## src/hdl/ise_pkg.sv

```systemverilog
// Shared constants and types of the integer sort engine.
`default_nettype none
package ise_pkg;

   localparam int unsigned CAPACITY_DEFAULT = 16;
   localparam int unsigned VALUE_WIDTH      = 32;

   // Per-cycle command broadcast to every cell of the chain.
   typedef struct packed {
      logic insert;
      logic shift;
   } cell_ctrl_type;

endpackage : ise_pkg
`default_nettype wire

```

## src/hdl/ise_channel_if.sv

```systemverilog
// Valid/ready channels carrying the input and result words.
`default_nettype none
interface ise_req_if;
   logic                                  valid;
   logic                                  ready;
   logic signed [ise_pkg::VALUE_WIDTH-1:0] value;
   logic                                  last_item;

   modport source (output valid, output value, output last_item, input ready);
   modport sink   (input valid, input value, input last_item, output ready);
endinterface : ise_req_if

interface ise_rsp_if;
   logic                                  valid;
   logic                                  ready;
   logic signed [ise_pkg::VALUE_WIDTH-1:0] sorted_value;
   logic                                  last_result;
   logic                                  overflow;

   modport source (output valid, output sorted_value, output last_result,
                   output overflow, input ready);
   modport sink   (input valid, input sorted_value, input last_result,
                   input overflow, output ready);
endinterface : ise_rsp_if
`default_nettype wire

```

## src/hdl/ise_cell.sv

```systemverilog
// One cell of the insertion chain: holds one element in sorted position.
`default_nettype none
module ise_cell (
   input  wire logic                                  clock,
   input  wire logic                                  reset,
   input  wire ise_pkg::cell_ctrl_type                ctrl,
   input  wire logic signed [ise_pkg::VALUE_WIDTH-1:0] new_value,
   input  wire logic                                  prev_gt,
   input  wire logic signed [ise_pkg::VALUE_WIDTH-1:0] prev_value,
   input  wire logic                                  prev_valid,
   input  wire logic signed [ise_pkg::VALUE_WIDTH-1:0] next_value,
   input  wire logic                                  next_valid,
   output logic signed [ise_pkg::VALUE_WIDTH-1:0]      value,
   output logic                                       valid,
   output logic                                       gt
);

   logic signed [ise_pkg::VALUE_WIDTH-1:0] value_ff, value_in;
   logic                                  valid_ff, valid_in;

   // An empty cell counts as larger than any incoming word.
   assign gt = !valid_ff || (new_value < value_ff);

   always_comb begin
      value_in = value_ff;
      valid_in = valid_ff;
      if (ctrl.shift) begin
         value_in = next_value;
         valid_in = next_valid;
      end else if (ctrl.insert && gt) begin
         // The cell below also yields: its element moves up into this one.
         value_in = prev_gt ? prev_value : new_value;
         valid_in = valid_ff | prev_valid;
      end
   end

   always_ff @(posedge clock) begin
      value_ff <= value_in;
      if (reset) begin
         valid_ff <= 1'b0;
      end else begin
         valid_ff <= valid_in;
      end
   end

   assign value = value_ff;
   assign valid = valid_ff;

endmodule : ise_cell
`default_nettype wire

```

## src/hdl/integer_sort_engine_core.sv

```systemverilog
// Top level of the integer sort engine: a chain of insertion cells and its control.
// The first result is offered in the cycle after the marked input word is taken.
// Throughput: one input word per cycle while loading; one result per cycle while draining,
// unless the result channel holds ready low. No input is taken during the drain, which is
// paced by the chain shifting towards cell zero.
// Reset empties every cell, clears the overflow flag and returns to loading.
`default_nettype none
module integer_sort_engine_core #(
   parameter int unsigned CAPACITY = ise_pkg::CAPACITY_DEFAULT
) (
   input  wire logic   clock,
   input  wire logic   reset,
   ise_req_if.sink     req_channel,
   ise_rsp_if.source   rsp_channel
);

   typedef enum logic [1:0] {
      ST_LOAD  = 2'b01,
      ST_DRAIN = 2'b10
   } state_type;

   state_type                             state_ff, state_in;
   logic                                  dropped_ff, dropped_in;
   ise_pkg::cell_ctrl_type                ctrl;
   logic signed [ise_pkg::VALUE_WIDTH-1:0] cell_value [CAPACITY];
   logic                                  cell_valid [CAPACITY];
   logic                                  cell_gt    [CAPACITY];
   logic                                  req_fire, rsp_fire, full, final_word;

   assign full       = cell_valid[CAPACITY-1];
   assign req_fire   = req_channel.valid && req_channel.ready;
   assign rsp_fire   = rsp_channel.valid && rsp_channel.ready;
   assign final_word = !cell_valid[1];

   assign ctrl.insert = req_fire && !full;
   assign ctrl.shift  = rsp_fire;

   genvar i;
   generate
      for (i = 0; i < CAPACITY; i++) begin : g_cell
         logic                                  prev_gt, prev_valid, next_valid;
         logic signed [ise_pkg::VALUE_WIDTH-1:0] prev_value, next_value;

         if (i == 0) begin : g_head
            assign prev_gt    = 1'b0;
            assign prev_valid = 1'b1;
            assign prev_value = req_channel.value;
         end else begin : g_body
            assign prev_gt    = cell_gt[i-1];
            assign prev_valid = cell_valid[i-1];
            assign prev_value = cell_value[i-1];
         end

         if (i == CAPACITY - 1) begin : g_tail
            assign next_valid = 1'b0;
            assign next_value = cell_value[i];
         end else begin : g_link
            assign next_valid = cell_valid[i+1];
            assign next_value = cell_value[i+1];
         end

         ise_cell u_cell (
            .clock      (clock),
            .reset      (reset),
            .ctrl       (ctrl),
            .new_value  (req_channel.value),
            .prev_gt    (prev_gt),
            .prev_value (prev_value),
            .prev_valid (prev_valid),
            .next_value (next_value),
            .next_valid (next_valid),
            .value      (cell_value[i]),
            .valid      (cell_valid[i]),
            .gt         (cell_gt[i])
         );
      end
   endgenerate

   always_comb begin
      state_in   = state_ff;
      dropped_in = dropped_ff;
      case (state_ff)
         ST_LOAD: begin
            if (req_fire) begin
               if (full) begin
                  dropped_in = 1'b1;
               end
               if (req_channel.last_item) begin
                  state_in = ST_DRAIN;
               end
            end
         end
         ST_DRAIN: begin
            if (rsp_fire && final_word) begin
               state_in   = ST_LOAD;
               dropped_in = 1'b0;
            end
         end
         default: begin
            state_in   = ST_LOAD;
            dropped_in = 1'b0;
         end
      endcase
   end

   always_ff @(posedge clock) begin
      if (reset) begin
         state_ff   <= ST_LOAD;
         dropped_ff <= 1'b0;
      end else begin
         state_ff   <= state_in;
         dropped_ff <= dropped_in;
      end
   end

   assign req_channel.ready        = (state_ff == ST_LOAD);
   assign rsp_channel.valid        = (state_ff == ST_DRAIN) && cell_valid[0];
   assign rsp_channel.sorted_value = cell_value[0];
   assign rsp_channel.last_result  = final_word;
   assign rsp_channel.overflow     = dropped_ff;

endmodule : integer_sort_engine_core
`default_nettype wire

```

## src/flat_wrapper.sv

```systemverilog
// flat-port wrapper written by rule: the top's interface ports become plain ports
module integer_sort_engine_core_flat 
#(
   parameter int unsigned CAPACITY = ise_pkg::CAPACITY_DEFAULT
)
  (clock, reset, req_channel_valid, req_channel_value, req_channel_last_item, req_channel_ready, rsp_channel_valid, rsp_channel_sorted_value, rsp_channel_last_result, rsp_channel_overflow, rsp_channel_ready);
  ise_req_if req_channel_i ();
  ise_rsp_if rsp_channel_i ();
  input  wire logic clock;
  input  wire logic reset;
  input wire logic [$bits(req_channel_i.valid)-1:0] req_channel_valid;
  input wire logic [$bits(req_channel_i.value)-1:0] req_channel_value;
  input wire logic [$bits(req_channel_i.last_item)-1:0] req_channel_last_item;
  output wire logic [$bits(req_channel_i.ready)-1:0] req_channel_ready;
  output wire logic [$bits(rsp_channel_i.valid)-1:0] rsp_channel_valid;
  output wire logic [$bits(rsp_channel_i.sorted_value)-1:0] rsp_channel_sorted_value;
  output wire logic [$bits(rsp_channel_i.last_result)-1:0] rsp_channel_last_result;
  output wire logic [$bits(rsp_channel_i.overflow)-1:0] rsp_channel_overflow;
  input wire logic [$bits(rsp_channel_i.ready)-1:0] rsp_channel_ready;
  assign req_channel_i.valid = req_channel_valid;
  assign req_channel_i.value = req_channel_value;
  assign req_channel_i.last_item = req_channel_last_item;
  assign req_channel_ready = req_channel_i.ready;
  assign rsp_channel_valid = rsp_channel_i.valid;
  assign rsp_channel_sorted_value = rsp_channel_i.sorted_value;
  assign rsp_channel_last_result = rsp_channel_i.last_result;
  assign rsp_channel_overflow = rsp_channel_i.overflow;
  assign rsp_channel_i.ready = rsp_channel_ready;
  integer_sort_engine_core #(.CAPACITY(CAPACITY)) u_core (.clock(clock), .reset(reset), .req_channel(req_channel_i), .rsp_channel(rsp_channel_i));
endmodule
```

## config.mk

```make
export PLATFORM = sky130hd
export DESIGN_NAME = integer_sort_engine_core_flat
export DESIGN_NICKNAME = d
export VERILOG_FILES = /design/src/hdl/ise_pkg.sv /design/src/hdl/ise_channel_if.sv /design/src/hdl/ise_cell.sv /design/src/hdl/integer_sort_engine_core.sv /design/src/flat_wrapper.sv
export SDC_FILE = /design/constraint.sdc
export NUM_CORES = 2
export LEC_CHECK = 0
export ABC_AREA = 1
export BUFFER_PORTS_ARGS = -buffer_cell sky130_fd_sc_hd__buf_4
export CAP_MARGIN = 20
export CELL_PAD_IN_SITES_DETAIL_PLACEMENT = 1
export CELL_PAD_IN_SITES_GLOBAL_PLACEMENT = 1
export CORE_ASPECT_RATIO = 0.75
export CORE_MARGIN = 2
export CORE_UTILIZATION = 52
export CTS_BUF_LIST = sky130_fd_sc_hd__clkbuf_16
export DETAILED_ROUTE_END_ITERATION = 6
export PLACE_DENSITY = 0.95
export SLEW_MARGIN = 20
export SYNTH_ARGS = -nofsm -noshare
export SYNTH_HDL_FRONTEND = slang
export SYNTH_SLANG_ARGS = --single-unit
```

## constraint.sdc

```tcl
create_clock -name clock -period 6.6 [get_ports clock]
set_clock_uncertainty 0.1 [all_clocks]
set_input_delay 0.99 -clock clock [delete_from_list [all_inputs] [get_ports clock]]
set_output_delay 0.99 -clock clock [all_outputs]
set_load 0.02 [all_outputs]
```

* After elaboration in Yosys (flattened, before gate mapping)
Index checks and enable logic that the tools add are counted.
** Cells by class
- Muxes and demuxes :: 83
- Bitwise operators :: 16
- Equal/unequal tests :: 6
- Reduce and logical (&&, ||, !) cells :: 72
- Magnitude comparators :: 16
** Operators by type and width (count)
- two-way mux 32 bit :: 45
- < comparator 32 bit :: 16
- two-way mux 1 bit :: 33
- nonzero test 2 bit :: 15
- logical AND 1 bit :: 21
- logical NOT 1 bit :: 16
- logical OR 1 bit :: 16
- bitwise OR 1 bit :: 15
- two-way mux 2 bit :: 3
- inequality test 2 bit (second input constant) :: 3
- AND reduction 3 bit :: 2
- one-hot mux 2 bit (2 select lines) :: 1
- == test 2 x 1 -> 1 bit (second input constant) :: 1
- == test 2 bit (second input constant) :: 1
- inequality test 2 x 1 -> 1 bit (second input constant) :: 1
- one-hot mux 1 bit (2 select lines) :: 1
- AND reduction 2 bit :: 1
- OR reduction 2 bit :: 1
- NOT 1 bit :: 1
** Word-level totals
- Output and inout port bits :: 36
- Logic and storage cells :: 227
- Register bits after elaboration :: 531

* Longest topological paths before layout
- Word-level depth :: 6
- Depth in mapped cells :: 20
- Depth with buffers taken out :: 17

* Modules after synthesis
A second synthesis with hierarchy kept.
** Unflattened totals
- Cells, all modules :: 5118
- Area, all modules :: 40132.2 um^2
** Modules (own cells, without submodules)
- ise_cell at u_core.g_cell[0].u_cell ... :: area an instance 2496.1 um^2, sequential area each 980.9 um^2, times used 15, cells an instance 318
- ise_cell at u_core.g_cell[13].u_cell :: area an instance 2498.6 um^2, sequential area each 980.9 um^2, times used 1, cells an instance 318
- integer_sort_engine_core :: area an instance 191.4 um^2, sequential area each 60.1 um^2, times used 1, cells an instance 30

* Worst setup path before layout
Ideal clock, no wire load.
- Kind :: input-to-reg
- Start point :: input port req_channel_valid
- End point :: register u_core.g_cell[1].u_cell.value_ff (netlist bit u_core.g_cell[1].u_cell.value[0]) (enable)
- Cell stages on the path :: 5
- Slack :: 2.728 ns
- Arrival time :: 3.381 ns
- Path buffers :: 1
- Cells stage by stage :: inv_1 nor3_2 clkbuf_1 nand2_1 nand2_1
** On the way
- Cells in the longest elaborated chain, start to end :: 4
** Ends and longest elaborated chain
- start: declaration :: line flat_wrapper.sv:11 : input wire logic [$bits(req_channel_i.valid)-1:0] req_channel_valid;
- logical AND 1 bit :: line integer_sort_engine_core.sv:31 : assign req_fire = req_channel.valid && req_channel.ready;
- logical AND 1 bit :: line integer_sort_engine_core.sv:35 : assign ctrl.insert = req_fire && !full;
- logical AND 1 bit :: line ise_cell.sv:30 : end else if (ctrl.insert && gt) begin
- nonzero test 2 bit (no source line)
- end signal: assignment :: line ise_cell.sv:38 : value_ff <= value_in;
- end: declaration :: line ise_cell.sv:18 : logic signed [ise_pkg::VALUE_WIDTH-1:0] value_ff, value_in;
No other way between the ends.
A chain may end at the register's enable or synchronous reset.

* Final worst setup path
- Start point :: register u_core.g_cell[0].u_cell.valid_ff
- End point :: register u_core.g_cell[6].u_cell.value_ff (netlist bit u_core.g_cell[6].u_cell.value[17]) (data pin)
** On the way
- Cells in the longest elaborated chain, start to end :: 3
** Ends and longest elaborated chain
- start: declaration :: line ise_cell.sv:19 : logic valid_ff, valid_in;
- start signal: assignment :: line ise_cell.sv:42 : valid_ff <= valid_in;
- logical AND 1 bit :: line integer_sort_engine_core.sv:117 : assign rsp_channel.valid = (state_ff == ST_DRAIN) && cell_valid[0];
- logical AND 1 bit :: line integer_sort_engine_core.sv:32 : assign rsp_fire = rsp_channel.valid && rsp_channel.ready;
- two-way mux 32 bit :: line ise_cell.sv:27 : if (ctrl.shift) begin
- via u_core.g_cell[6].u_cell.value_in, one bit :: line ise_cell.sv:18
- end signal: assignment :: line ise_cell.sv:38
- end: declaration :: line ise_cell.sv:18
The timed path passes the listed nets, and every way through them passes these cells.

==> impl_metrics.ini <==
[outcome]
status = completed

[setup_path]
worst_r2r_path_depth = 8
r2r_slack_ns = 2.32
startpoint = u_core.g_cell[0].u_cell.valid$_SDFFE_PP0P_
cp_max_fo = 175
critical_path_class = register to register
r2r-end = u_core.g_cell[6].u_cell.value[17]$_DFFE_PP_
worstReg2RegStart = u_core.g_cell[0].u_cell.valid$_SDFFE_PP0P_
critPathArrivalTime_ns = 4.69
startpoint_type = register
worstSetupEndpointType = register
cp.required_ns = 7.01
endpoint = u_core.g_cell[6].u_cell.value[17]$_DFFE_PP_

[global_routing]
gr-total-overflow = 0
grt_first_pass_wirelength_mm = 238
antenna_found_initial = 8
grt_max_degree = 178
grt_pass1_vias = 40500
grtUsageTotal_pct = 39.0

[floorplanning]
rows = 87
pin_count = 73
start_util_pct = 52.6
die_w_um = 323
die_y_um = 243
dieArea_mm2 = 0.0786
core_area_mm2 = 0.0754

[final_layout]
drive_gt1_share_pct = 3.97
finalNetCount = 5799
syn2layout_area_growth_pct = 7.33

[place]
dpl.hpwl_mm = 103
io_buffers = 72
gp_congestion = 0.897

[drt]
avgViaCountPerCell = 6.21
avgRoutedWirePerCell_um = 24.6
antenna_left = 0
route.final.wire_length_mm = 157
num_vias = 39600
route.detailed.drc = 0
drt_iter0_markers = 5519
dr.pass1.iters = 6

[yosys]
yosys.area.top_type = edfxtp_1
postSynthCellCount = 5376
ys.flop_type = edfxtp_1
syn-num-nets = 5878
synth-seq-cells = 531
yosysMostFrequentCell = nand2_1
async_flop_share_pct = 0
synthTopCellsByCount = nand2_1 (1896), inv_1 (664), nor2_1 (536)
synth_edf_count = 512
ys_top_cells_by_area = edfxtp_1 (39%), nand2_1 (18%), ha_1 (15%), inv_1 (6.3%), nor2_1 (5.1%)
synth_cell_types = 28
ys_warn_count = 0
synth_area_mm2 = 0.0397
seq_area_frac_synth_pct = 39.7
synth.avg_cell_area_um2 = 7.39
synth_top_cell_area_share_pct = 38.7

[sta]
slew_viol_final = 0
rsz0062_at_grt = false
setup_tns_ns = 0
post-route-period-util_pct = 64.8
tightest_slew_ns = 1.20
max_freq_mhz = 234
period_minus_slack_ns = 4.28
slew_headroom_pct = 19.7
finalHoldViolCount = 0
setup_viol = 0

[pwr]
p_comb_share_pct = 30.1
switching_share_pct = 37.8
seqPwrFrac_pct = 41.5
power.density_mw_per_mm2 = 275
p_sw_mw = 4.44
total_power_mw = 11.7
peakVddDrop_uv = 238
p_leak_nw = 21.7
clock_power_share_pct = 28.4
intPower_mw = 7.30

[clock_tree]
cts_max_path_buffers = 3
root_buffer = clkbuf_16
cts.clk_slew.worst_paths_ns = 0.07
post_cts_resized = 0
ctsHoldBuffers = 0
htree_levels = 2
cts.sinks = 531
cts_tree = done
clk_latency_ns = 0.68
cts_setup_buffers = 0
cts_buffers = 59

[worst_hold_path]
worstHoldStart = u_core.g_cell[15].u_cell.value[0]$_DFFE_PP_
hold_path_class = register to register

[flow_run]
cap_violations = 0
==> power by group through the flow <==
stage	Combinational, mW	Clock [mW]	Sequential (mW)
6_report	3.54	3.33	4.86
2_1_floorplan	2.23	0	4.71
4_1_cts	3.42	3.32	4.82
5_1_grt	3.89	3.42	4.88
3_3_place_gp	2.96	0	4.84
3_5_place_dp	3.27	0	4.88
==> stage by stage <==
stage	instance area, µm²	util (%)	worst slack [ns]	hold slack [ns]	instances
floorplan	39700	-	2.73	0.400	5376
global placement	40800	54.0	2.05	0.407	6258
detailed placement	40800	54.0	1.88	0.423	6258
CTS	42600	56.4	2.39	0.439	6366
global route	42600	56.5	2.17	0.466	6372
finish	42600	56.5	2.32	0.449	6374
==> layout by cell type (no fill, tap or decap), types with 8 or more instances in the layout <==
cell,synthesis,layout
nand3_2,0,14
nor3_1,29,29
clkinv_1,0,17
ha_1,465,465
clkinv_2,0,8
o21ai_1,210,210
nand3_1,111,97
o21a_1,11,11
nand2_1,1896,1894
inv_1,664,681
a21oi_1,236,236
edfxtp_1,512,512
buf_4,28,114
o21ai_0,353,353
clkbuf_16,0,60
nor2_1,536,536
dfxtp_1,19,19
nand4_1,53,53
==> layout make-up <==
cell class	instances	area, µm²
antenna	7	17.5
clock buffer	60	1500
clock inverter	48	313
fill	9540	32800
inverter	666	2510
multi-input combinational	3920	20300
sequential	531	15800
tap	1023	1280
timing repair buffer	119	963
==> sequential cells by signal (all words and copies together), names as in the netlist <==
name and cells:
u_core.g_cell.u_cell.valid 16, u_core.state_ff 2, u_core.rsp_channel.overflow 1, u_core.g_cell.u_cell.value 512
==> cells by family (layout without fill, tap and decap cells) <==
logic type	after synthesis	after routing	share of synthesized area, %
flops	531	531	39.7
simple gates	2633	2633	25.7
buf+inv	925	893	9.46
compound gates	822	822	10.5
fa+ha+maj	465	465	14.6
other cells	0	7	0
==> metal layers <==
metal / wire [µm] / track usage [%] / vias to the layer above / part of all wire (%)
li1: - / - / 17200 / -
met5: 13 / 0 / - / 0.0083
met2: 67800 / 59.1 / 2640 / 43
met1: 63500 / 54.4 / 19200 / 40
met4: 5930 / 14.4 / 2 / 3.8
met3: 19800 / 8.96 / 468 / 13
==> worst min-delay path by stage <==
stage | to | cells after the start
6_report | u_core.g_cell[14].u_cell.value[0]$_DFFE_PP_ | 2
5_1_grt | u_core.g_cell[0].u_cell.valid$_SDFFE_PP0P_ | 2
4_1_cts | u_core.g_cell[14].u_cell.value[0]$_DFFE_PP_ | 2
3_5_place_dp | u_core.g_cell[14].u_cell.value[15]$_DFFE_PP_ | 2
3_3_place_gp | u_core.g_cell[14].u_cell.value[15]$_DFFE_PP_ | 2
2_1_floorplan | u_core.g_cell[14].u_cell.value[0]$_DFFE_PP_ | 2
==> worst max-delay path, stage by stage (launching register included) <==
cell and delay [ns]:
dfxtp_1 0.32, buf_4 0.35, inv_1 0.14, nor3_1 0.38
nand2_4 0.57, inv_8 0.92, buf_12 0.46, nand2_1 0.32
o21ai_1 0.19
(Power assumes the default switching activity.)
